## src/design/adne_pkg.sv

```systemverilog
// ----------------------------------------------------------------------------
// adne_pkg
// types, step table and quantizer shared by the delta nibble encoder
// ----------------------------------------------------------------------------
package adne_pkg;

  typedef logic [3:0] code_t;
  typedef logic [7:0] sample_t;

  localparam sample_t PRED_RESET = 8'd128;

  // predictor step for each code, two's complement, added mod 256
  localparam sample_t STEP_TABLE [16] = '{
    8'h80, 8'hC0, 8'hE0, 8'hF0, 8'hF8, 8'hFC, 8'hFE, 8'hFF,
    8'h01, 8'h02, 8'h04, 8'h08, 8'h10, 8'h20, 8'h40, 8'h7F
  };

  // map a signed difference (-255..255) onto a 4-bit code
  function automatic code_t quantize(input logic signed [8:0] d);
    code_t c;
    if (d <= -9'sd96)      c = 4'd0;
    else if (d <= -9'sd48) c = 4'd1;
    else if (d <= -9'sd24) c = 4'd2;
    else if (d <= -9'sd12) c = 4'd3;
    else if (d <= -9'sd6)  c = 4'd4;
    else if (d <= -9'sd3)  c = 4'd5;
    else if (d == -9'sd2)  c = 4'd6;
    else if (d <= 9'sd0)   c = 4'd7;
    else if (d == 9'sd1)   c = 4'd8;
    else if (d <= 9'sd3)   c = 4'd9;
    else if (d <= 9'sd6)   c = 4'd10;
    else if (d <= 9'sd12)  c = 4'd11;
    else if (d <= 9'sd24)  c = 4'd12;
    else if (d <= 9'sd48)  c = 4'd13;
    else if (d <= 9'sd95)  c = 4'd14;
    else                   c = 4'd15;
    return c;
  endfunction

endpackage

```

## src/design/adne_quant.sv

```systemverilog
// ----------------------------------------------------------------------------
// adne_quant
// codes one sample against the predictor and returns the moved predictor
// ----------------------------------------------------------------------------
module adne_quant
  import adne_pkg::*;
(
  input  sample_t sample,
  input  sample_t pred_in,
  output code_t   code,
  output sample_t pred_out
);

  logic signed [8:0] diff;

  // difference between sample and predictor, nine bits signed
  assign diff = $signed({1'b0, sample}) - $signed({1'b0, pred_in});

  // quantize, then step the predictor with wraparound
  assign code     = quantize(diff);
  assign pred_out = pred_in + STEP_TABLE[code];

endmodule

```

## src/design/audio_delta_nibble_encoder.sv

```systemverilog
// ----------------------------------------------------------------------------
// audio_delta_nibble_encoder
// 4-bit delta coder for pairs of unsigned 8-bit audio samples
// ----------------------------------------------------------------------------
// Input beat: in_sample_first, in_sample_second and in_restart, taken on a
// clock edge where in_valid is high and in_stall is low. Output beat:
// out_packed_codes (first code in bits 3:0, second in bits 7:4), taken where
// out_valid is high and out_stall is low. Exactly one output beat per input.
// A beat is captured in an input register; once the output register can take
// a byte, both samples are coded in series against the predictor and the byte
// lands in the output register, which raises out_valid.
// Throughput is one pair per cycle while out_stall is low, set by the single
// compute stage between the two registers, which also updates the predictor.
// in_restart loads 128 into the predictor ahead of the first sample.
// Reset empties both registers and sets the predictor to 128.
// While out_stall holds a waiting result, the input register still takes a
// beat; in_stall rises only when both registers are full and out is stalled.
// ----------------------------------------------------------------------------
module audio_delta_nibble_encoder
  import adne_pkg::*;
(
  input  logic    clk,
  input  logic    rst_n,
  input  logic    in_valid,
  output logic    in_stall,
  input  sample_t in_sample_first,
  input  sample_t in_sample_second,
  input  logic    in_restart,
  output logic    out_valid,
  input  logic    out_stall,
  output sample_t out_packed_codes
);

  logic    s1_vld_r;
  sample_t s1_first_r;
  sample_t s1_second_r;
  logic    s1_restart_r;
  logic    out_vld_r;
  sample_t out_codes_r;
  sample_t pred_r;

  logic    advance;
  logic    fire;
  logic    s1_vld_nxt;
  logic    out_vld_nxt;
  sample_t pred_start;
  sample_t pred_mid;
  sample_t pred_nxt;
  code_t   code_lo;
  code_t   code_hi;

  // handshake: output stage moves when empty or drained
  assign advance  = !out_vld_r || !out_stall;
  assign fire     = s1_vld_r && advance;
  assign in_stall = s1_vld_r && !advance;

  assign s1_vld_nxt  = (in_valid && !in_stall) || (s1_vld_r && !advance);
  assign out_vld_nxt = advance ? s1_vld_r : out_vld_r;

  // predictor seen by the first sample
  assign pred_start = s1_restart_r ? PRED_RESET : pred_r;

  // two quantize-and-step passes in series
  adne_quant u_quant_lo (
    .sample   (s1_first_r),
    .pred_in  (pred_start),
    .code     (code_lo),
    .pred_out (pred_mid)
  );

  adne_quant u_quant_hi (
    .sample   (s1_second_r),
    .pred_in  (pred_mid),
    .code     (code_hi),
    .pred_out (pred_nxt)
  );

  // control state and predictor
  always_ff @(posedge clk) begin
    if (!rst_n) begin
      s1_vld_r  <= 1'b0;
      out_vld_r <= 1'b0;
      pred_r    <= PRED_RESET;
    end else begin
      s1_vld_r  <= s1_vld_nxt;
      out_vld_r <= out_vld_nxt;
      if (fire) begin
        pred_r <= pred_nxt;
      end
    end
  end

  // payload registers
  always_ff @(posedge clk) begin
    if (in_valid && !in_stall) begin
      s1_first_r   <= in_sample_first;
      s1_second_r  <= in_sample_second;
      s1_restart_r <= in_restart;
    end
    if (fire) begin
      out_codes_r <= {code_hi, code_lo};
    end
  end

  assign out_valid        = out_vld_r;
  assign out_packed_codes = out_codes_r;

endmodule

```

## config.mk

```make
export PLATFORM = sky130hd
export DESIGN_NAME = audio_delta_nibble_encoder
export DESIGN_NICKNAME = d
export VERILOG_FILES = /design/src/design/adne_pkg.sv /design/src/design/adne_quant.sv /design/src/design/audio_delta_nibble_encoder.sv
export SDC_FILE = /design/constraint.sdc
export NUM_CORES = 1
export LEC_CHECK = 0
export ABC_AREA = 1
export BUFFER_PORTS_ARGS = -buffer_cell sky130_fd_sc_hd__buf_2
export CORE_ASPECT_RATIO = 0.5
export CORE_MARGIN = 2
export CORE_UTILIZATION = 60
export DETAILED_ROUTE_END_ITERATION = 8
export PLACE_DENSITY = 0.79
export RECOVER_POWER = 50
export SLEW_MARGIN = 20
export SYNTH_ARGS = -nofsm -noshare
export SYNTH_HDL_FRONTEND = slang
export SYNTH_HIERARCHICAL = 1
export SYNTH_SLANG_ARGS = --single-unit
```

## constraint.sdc

```tcl
create_clock -name clk -period 14.2 [get_ports clk]
set_input_delay 1.42 -clock clk [delete_from_list [all_inputs] [get_ports clk]]
set_output_delay 1.42 -clock clk [all_outputs]
set_load 0.01 [all_outputs]
```

==> results.txt, run 1 <==
The flow ran to the end, and the final reports show no timing, DRC or antenna violations. Setup repair after global routing left no endpoint under its margin. For this run, the leading register cell type out of synthesis is sky130_fd_sc_hd__edfxtp_1. The global router's overall resource usage came out at 27.1%. The placed wire-length estimate after detailed placement came out at 7960 um. Leaving out fill and tap cells, the most frequent cell in the layout is sky130_fd_sc_hd__nand2_1. The clock sink total came out at 35. The synthesized area per cell is 6.83 sq um. The detailed router used layers up to and including met4. The clock skew is 0.00597 ns. The number of nets produced by synthesis came out at 684. TritonCTS built the clock tree. Of the post-synthesis cell area, the part taken by muxes is 0%. The detailed router finished its first iteration with 224 violations. The post-synthesis share of cell area spent on full adders, half adders and majority gates came out at 13.7%. The slew of the pin with the lowest slew margin came out at 0.759 ns. The number of max-capacitance violations reported came out at 0. The critical path arrival came out at 10.01 ns. By area the synthesized netlist is led by sky130_fd_sc_hd__edfxtp_1 18%, sky130_fd_sc_hd__ha_1 12%, sky130_fd_sc_hd__nand2_1 11%.

The number of cell instances on the worst register-to-register path came out at 60. The area growth from synthesis to layout is 7.96%. After synthesis, the largest area contributor takes up 17.8% of total cell area.

The worst hold path belongs to the class register to register. The largest buffer count on any clock path is 2. In this run, CTS created clock tree buffers numbering 5. The flip-flop and latch count after synthesis came out at 35.

The global-route congestion overflow total is 0. The routed design uses 4610 um of met2 wire. After detailed routing, the average wire length per cell comes to 13.4 um. The final critical-path required period is 9.78 ns. The worst setup path is captured at a register.

0 antenna diodes ended up in the layout. Of the cells placed in the final design, the portion with a size suffix greater than 1 is 15.2%. Pin placement for this block handled 31 I/O pins. The finished cells cover 4560 sq um.

The number of unique standard cell types used by synthesis came out at 42. The first global-routing pass estimated 16,900 um of wire. The largest total area in the synthesized netlist belongs to sky130_fd_sc_hd__edfxtp_1. Of all nets on the critical path, the largest fanout is 11. The die width is 123 um. The post-synthesis xor/xnor area fraction came out at 3.31%. The category of the critical setup timing path is register to register. The number of setup buffers added after CTS came out at 0. In this run the number of H-tree levels came out at 2. The remaining routing DRC violations is 0. The endpoint identified for the worst register-to-register timing path is pred_r[6].

The largest family of logic cells by synthesized area is simple AND/OR/NAND/NOR gates. Summed over all layers, the routed wires come to 9980 um. The root cell of the clock tree is sky130_fd_sc_hd__clkbuf_16. The synthesized netlist devotes 12.1% of its cell area to compound gates. The last weighted congestion value of the routability-driven placer came out at 0.965.

The total of cells resized after clock tree synthesis is 0. In the layout the commonest cells are 120 x sky130_fd_sc_hd__nand2_1, 118 x sky130_fd_sc_hd__inv_1, 58 x sky130_fd_sc_hd__nor2_1. The share of the clock period used by the worst path after layout came out at 68.9%. The number of instances in the synthesized netlist is 619. The cell area after synthesis is 4230 sq um. The count of standard-cell rows came out at 21. The number of pins exceeding their max-slew limit in the final report came to 0. The highest clock frequency the design can meet is 0.102 GHz. The hold violation count in the final report is 0.

The routed design uses 436 um of met3 wire. In this run the worst setup path begins at s1_restart_r. The via count of the routed design is 4,033. Once the floorplan was initialized, standard cells occupied 62.6% of the core. The register-to-register setup slack is 4.42 ns. The launching point of the worst reg2reg path is s1_restart_r. The warning count from the yosys run is 6. STA puts the critical path data required time at 14.42 ns. Entering global routing, the biggest net connects 18 pins. In this run the tool buffered the top-level ports with 30 buffer cells. The area of the die is 7770 sq um. The initial antenna violation count is 0.

The number of global-route vias before repair came out at 3,819. Measured along the y axis, the die boundary spans 63.4 um. The slowest stage of the critical path belongs to the cell sky130_fd_sc_hd__edfxtp_1.

The region available for standard cell placement spans 6750 sq um. The worst setup path is launched from a register. After clock tree synthesis, the clock-pin slew on the worst setup and hold paths is 0.06 ns. The count of nets left with antenna violations once routing finished came out at 0. The area of placed instances came out at 4430 sq um. The number of hold buffers added after CTS is 0. The largest stage delay on the critical path is 0.47 ns.

The headroom to the max-slew limit is 49.3%. The final design utilization is 67.6%. The detailed-route wire length on metal 1 came out at 4730 um.

Sequential elements use 22.5% of the synthesized area. The routed via count divided by cell count came out at 5.43. Adding up every negative setup slack in the final design gives 0 ns. The proportion of register bits with asynchronous set or reset after synthesis is 0%. In this run, synthesis inferred 25 flip-flops with an integrated enable. The final net count is 715. The insertion delay of the later-clocked pin in the worst-skew pair came out at 0.29 ns. The first TritonRoute pass finished after 5 iterations. The most repeated library cell on the critical path is sky130_fd_sc_hd__inv_1.

The number of setup violations in the final report came out at 0. The area share of and/or/nand/nor cells after synthesis came out at 35.6%. In this run the worst setup path terminates at pred_r[6].
-- kinds of logic (layout without fill, tap and decap cells) --
family                   Yosys count  count (layout)
AO/OA/AOI/OAI                     83              83
XOR/XNOR                          16              16
adder cells (fa/ha/maj)           44              44
buffers and inverters            134             166
flip-flops                        35              35
AND/OR/NAND/NOR                  307             307
-- Yosys cell counts, types with 3 or more instances --
cell / number
sky130_fd_sc_hd__o211ai_1: 3
sky130_fd_sc_hd__ha_1: 40
sky130_fd_sc_hd__nor3_1: 7
sky130_fd_sc_hd__nand3_1: 55
sky130_fd_sc_hd__buf_6: 5
sky130_fd_sc_hd__nand2_4: 9
sky130_fd_sc_hd__nor2_1: 58
sky130_fd_sc_hd__nor4_1: 3
sky130_fd_sc_hd__fa_1: 4
sky130_fd_sc_hd__dfxtp_1: 10
sky130_fd_sc_hd__inv_1: 118
sky130_fd_sc_hd__o21ai_1: 5
sky130_fd_sc_hd__a21oi_1: 41
sky130_fd_sc_hd__a31oi_1: 4
sky130_fd_sc_hd__o21ai_0: 13
sky130_fd_sc_hd__inv_2: 10
sky130_fd_sc_hd__nand2_1: 119
sky130_fd_sc_hd__nand2_2: 25
sky130_fd_sc_hd__edfxtp_1: 25
sky130_fd_sc_hd__o21ai_2: 3
sky130_fd_sc_hd__a21oi_2: 4
sky130_fd_sc_hd__nor2_2: 6
sky130_fd_sc_hd__a21oi_4: 3
sky130_fd_sc_hd__xor2_1: 14
sky130_fd_sc_hd__nand3_2: 5
sky130_fd_sc_hd__nand4_1: 11
-- critical path: cells and delay by family, from the launching register on --
family / cells / cell delay (ns)
AOI/OAI and AO/OA: 18 / 2.94
xor gates and xnor gates: 2 / 0.46
adders and majority gates: 8 / 2.32
DFF: 1 / 0.47
and+or+nand+nor: 22 / 2.58
buffers and inverters: 10 / 0.93
-- stage by stage --
stage          std cells  setup WS, ns  hold WS (ns)
4_1_cts              743          4.59         0.482
3_5_place_dp         735          4.77         0.467
6_report             743          4.42         0.479
3_3_place_gp         735          4.91         0.464
2_1_floorplan        619          6.26         0.421
5_1_grt              743          3.66         0.499
-- worst min-delay path by stage --
stage | to | cells after the start | slack (ns) | from
6_report | pred_r[6] | 2 | 0.48 | pred_r[6]
3_3_place_gp | pred_r[6] | 2 | 0.46 | pred_r[6]
2_1_floorplan | pred_r[7] | 2 | 0.42 | pred_r[7]
5_1_grt | pred_r[6] | 2 | 0.50 | pred_r[6]
4_1_cts | pred_r[6] | 2 | 0.48 | pred_r[6]
3_5_place_dp | pred_r[6] | 2 | 0.47 | pred_r[6]
-- final cells by class --
type | instances | area [sq um]
Tap cell | 92 | 115
Clock inverter | 3 | 23.8
Sequential cell | 35 | 951
Inverter | 128 | 480
Clock buffer | 5 | 125
Timing Repair Buffer | 30 | 135
Multi-Input combinational cell | 450 | 2730
Fill cell | 602 | 2190
-- state kept, by name (all words and copies together) (netlist names) --
register / flops
out_valid: 1
s1_vld_r: 1
pred_r: 8
s1_first_r: 8
out_packed_codes: 8
s1_second_r: 8
s1_restart_r: 1
-- per-layer routing --
layer / GRT usage, % / vias to the layer above
met4: 8.91 / 0
li1: - / 2058
met3: 3.17 / 22
met2: 45.6 / 112
met5: 0 / -
met1: 36.2 / 1841
Power of run 1 is not shown: default switching activity piles up to over one toggle a cycle in this logic, so the estimate is an artifact.
==> run 2: changes to the inputs <==
Clock period 14.2 ns to 9.95 ns, I/O delays scaled along.
==> run 2 against run 1 <==
Net effect:
- fmax up 5.6%
- final area up 1.7%
- first-iteration DRC count up 13%
- critical path depth down 1
- sequential share of layout area down 0.35 points
- count of clock-buffer cells in the layout up 1
- die area unchanged
- global-route usage down 0.24 points
- hold slack worse by 0.0099 ns
- register-to-register slack worse by 3.7 ns
- utilization up 1.1 points
- clock skew down 0.0020 ns
==> results.txt, run 2 (synthesis results as in run 1) <==
The run finished with clean final reports. The number of non-filler instances in the completed layout is 743 (unchanged). The instance count along the most critical hold path is 2 (unchanged).

The clock buffer count from CTS came out at 5 (unchanged). The headroom to the max-slew limit is 50.3% (+0.95 points). The number of pins exceeding their max-slew limit in the final report is 0 (unchanged). The cell count after placement came to 735 (unchanged).

The top cell types in the final layout, fill and taps aside, are 117 x sky130_fd_sc_hd__nand2_1, 117 x sky130_fd_sc_hd__inv_1, 55 x sky130_fd_sc_hd__nand3_1. The number of optimization iterations in the first detailed-route pass came out at 5 (unchanged). The largest buffer count on any clock path is 2 (unchanged). The number of setup violations in the final report is 0 (unchanged). The critical path arrival came out at 9.48 ns (-0.53 ns).

The starting density of the core came to 62.6% (unchanged). The startpoint identified for the worst register-to-register timing path is s1_restart_r. In this run the worst hold path is classified as register to register. The final design utilization came out at 68.7% (+1.1 points). The total wire length after detailed routing is 10,000 um (+0.32%).

The number of buffers added on ports came out at 30 (unchanged). The slack of the critical path came out at 0.685 ns (-3.73 ns). The clock-pin slew reported for the worst setup and hold paths after clock tree synthesis is 0.06 ns (about the same). The count of standard-cell rows is 21 (unchanged).

The clock skew came to 0.00393 ns (-0.00204 ns). The largest stage delay on the critical path is 0.52 ns (+0.05 ns). The area of the die is 7770 sq um (unchanged). The remaining routing DRC violations came out at 0 (unchanged). The total inserted antenna cells is 0 (unchanged).

The pin count of the biggest net entering global routing is 18 (unchanged). The critical path is of the register to register type. The number of top-level pins is 31 (unchanged). The number of global-route vias before repair is 3,761 (-1.5%). The share of layout cells above drive strength 1 is 17.2% (+2.0 points). The initial antenna violation count is 0 (unchanged). The startpoint of the lowest-slack hold path is pred_r[7]. The element type at the critical path end is a register. In this run the critical register-to-register path is captured at pred_r[6]. The last weighted congestion value of the routability-driven placer came out at 0.965 (about the same). The global router's overall resource usage is 26.9% (-0.24 points). The insertion delay of the later-clocked pin in the worst-skew pair is 0.28 ns (about the same).

The worst hold path endpoint is pred_r[7]. The routed via count divided by cell count came out at 5.49 (+1.1%). CTS placed an instance of sky130_fd_sc_hd__clkbuf_16 at the clock tree root. The clock sink total came out at 35 (unchanged). The global-route congestion overflow total is 0 (unchanged).

The setup TNS after final layout came out at 0 ns (unchanged). The number of setup buffers added after CTS is 0 (unchanged). The most repeated library cell on the critical path is sky130_fd_sc_hd__inv_1.

The number of cell instances on the worst register-to-register path is 59 (-1.7%). The H-tree depth reported by CTS came to 2 (unchanged). The post-route antenna net violation count came to 0 (unchanged). The total of cells resized after clock tree synthesis is 0 (unchanged). The buffers plus inverters on the worst setup path came out at 11 (+1). The slowest stage of the critical path belongs to the cell sky130_fd_sc_hd__edfxtp_1. The final net count came out at 715 (unchanged).

The vertical die dimension is 63.4 um (unchanged). The core area was 6750 sq um (unchanged). Relative to the synthesized area, the layout overhead comes to 9.80%.

The worst setup timing slack at the placement stage was 0.498 ns (-4.27 ns). TritonCTS built the clock tree. The global-route wire length before repair came to 16,800 um (-0.86%). The slew of the pin with the lowest slew margin was 0.745 ns (-0.0142 ns). The via count of the routed design is 4,076 (+1.1%). The share of the clock period used by the worst path after layout is 93.1% (+24 points). The die width came out at 123 um (unchanged).

The average wire length per cell after detail routing is 13.5 um (+0.32%). The cell family contributing the most delay on the critical path is compound AO/OA/AOI/OAI gates. The highest clock frequency the design can meet came out at 0.108 GHz (+5.6%).

The critical-path maximum fanout came out at 11 (unchanged). The first-iteration detailed-routing DRC count is 252 (+13%). The placed wire-length estimate after detailed placement is 7950 um (-0.13%).

The hold violation count in the final report is 0 (unchanged). The required time of the critical path is 10.17 ns (-4.25 ns). The number of max-capacitance violations reported is 0 (unchanged). The register-to-register setup slack is 0.69 ns (-3.73 ns). The startpoint type of the worst setup path is a register.

The final critical-path required period came to 9.26 ns (-0.518 ns). The number of hold buffers added after CTS is 0 (unchanged).
-- run 2: cell type report --
| type | instances | area (sq um) |
|---|---|---|
| Inverter | 128 | 480 |
| Multi-Input combinational cell | 450 | 2820 |
| Tap cell | 92 | 115 |
| Clock inverter | 2 | 12.5 |
| Timing Repair Buffer | 30 | 135 |
| Fill cell | 583 | 2110 |
| Clock buffer | 6 | 129 |
| Sequential cell | 35 | 951 |
-- run 2: how the worst max path moves through the flow --
stage	from	end	slack, ns	depth (start not counted)
after floorplan	s1_restart_r	pred_r[6]	2.01	65
after global placement	s1_restart_r	pred_r[6]	0.66	60
after detailed placement	s1_restart_r	pred_r[6]	0.50	60
after CTS	s1_restart_r	pred_r[6]	0.44	60
after global routing	s1_restart_r	pred_r[6]	-0.08	61
final	s1_restart_r	pred_r[6]	0.69	59
-- run 2: per-stage QoR --
stage / cell area (sq um) / hold slack, ns
finish: 4640 / 0.469
global route: 4640 / 0.492
CTS: 4570 / 0.482
detailed placement: 4430 / 0.468
global placement: 4430 / 0.464
floorplan: 4230 / 0.421
-- run 2: routing by layer --
layer / vias to the layer above / routed length, um / global-route usage, %
met5: - / 0 / 0
met4: 0 / 178 / 6.90
met3: 20 / 433 / 3.44
met2: 136 / 4810 / 45.7
met1: 1863 / 4590 / 36.0
li1: 2057 / - / -
-- run 2: tightest hold or removal path, cell delays in order (launching register included) --
cell,delay (ns)
sky130_fd_sc_hd__dfxtp_1,0.33
sky130_fd_sc_hd__nand2_1,0.06
sky130_fd_sc_hd__nand3_1,0.05
Power of run 2 is left out for the same reason.
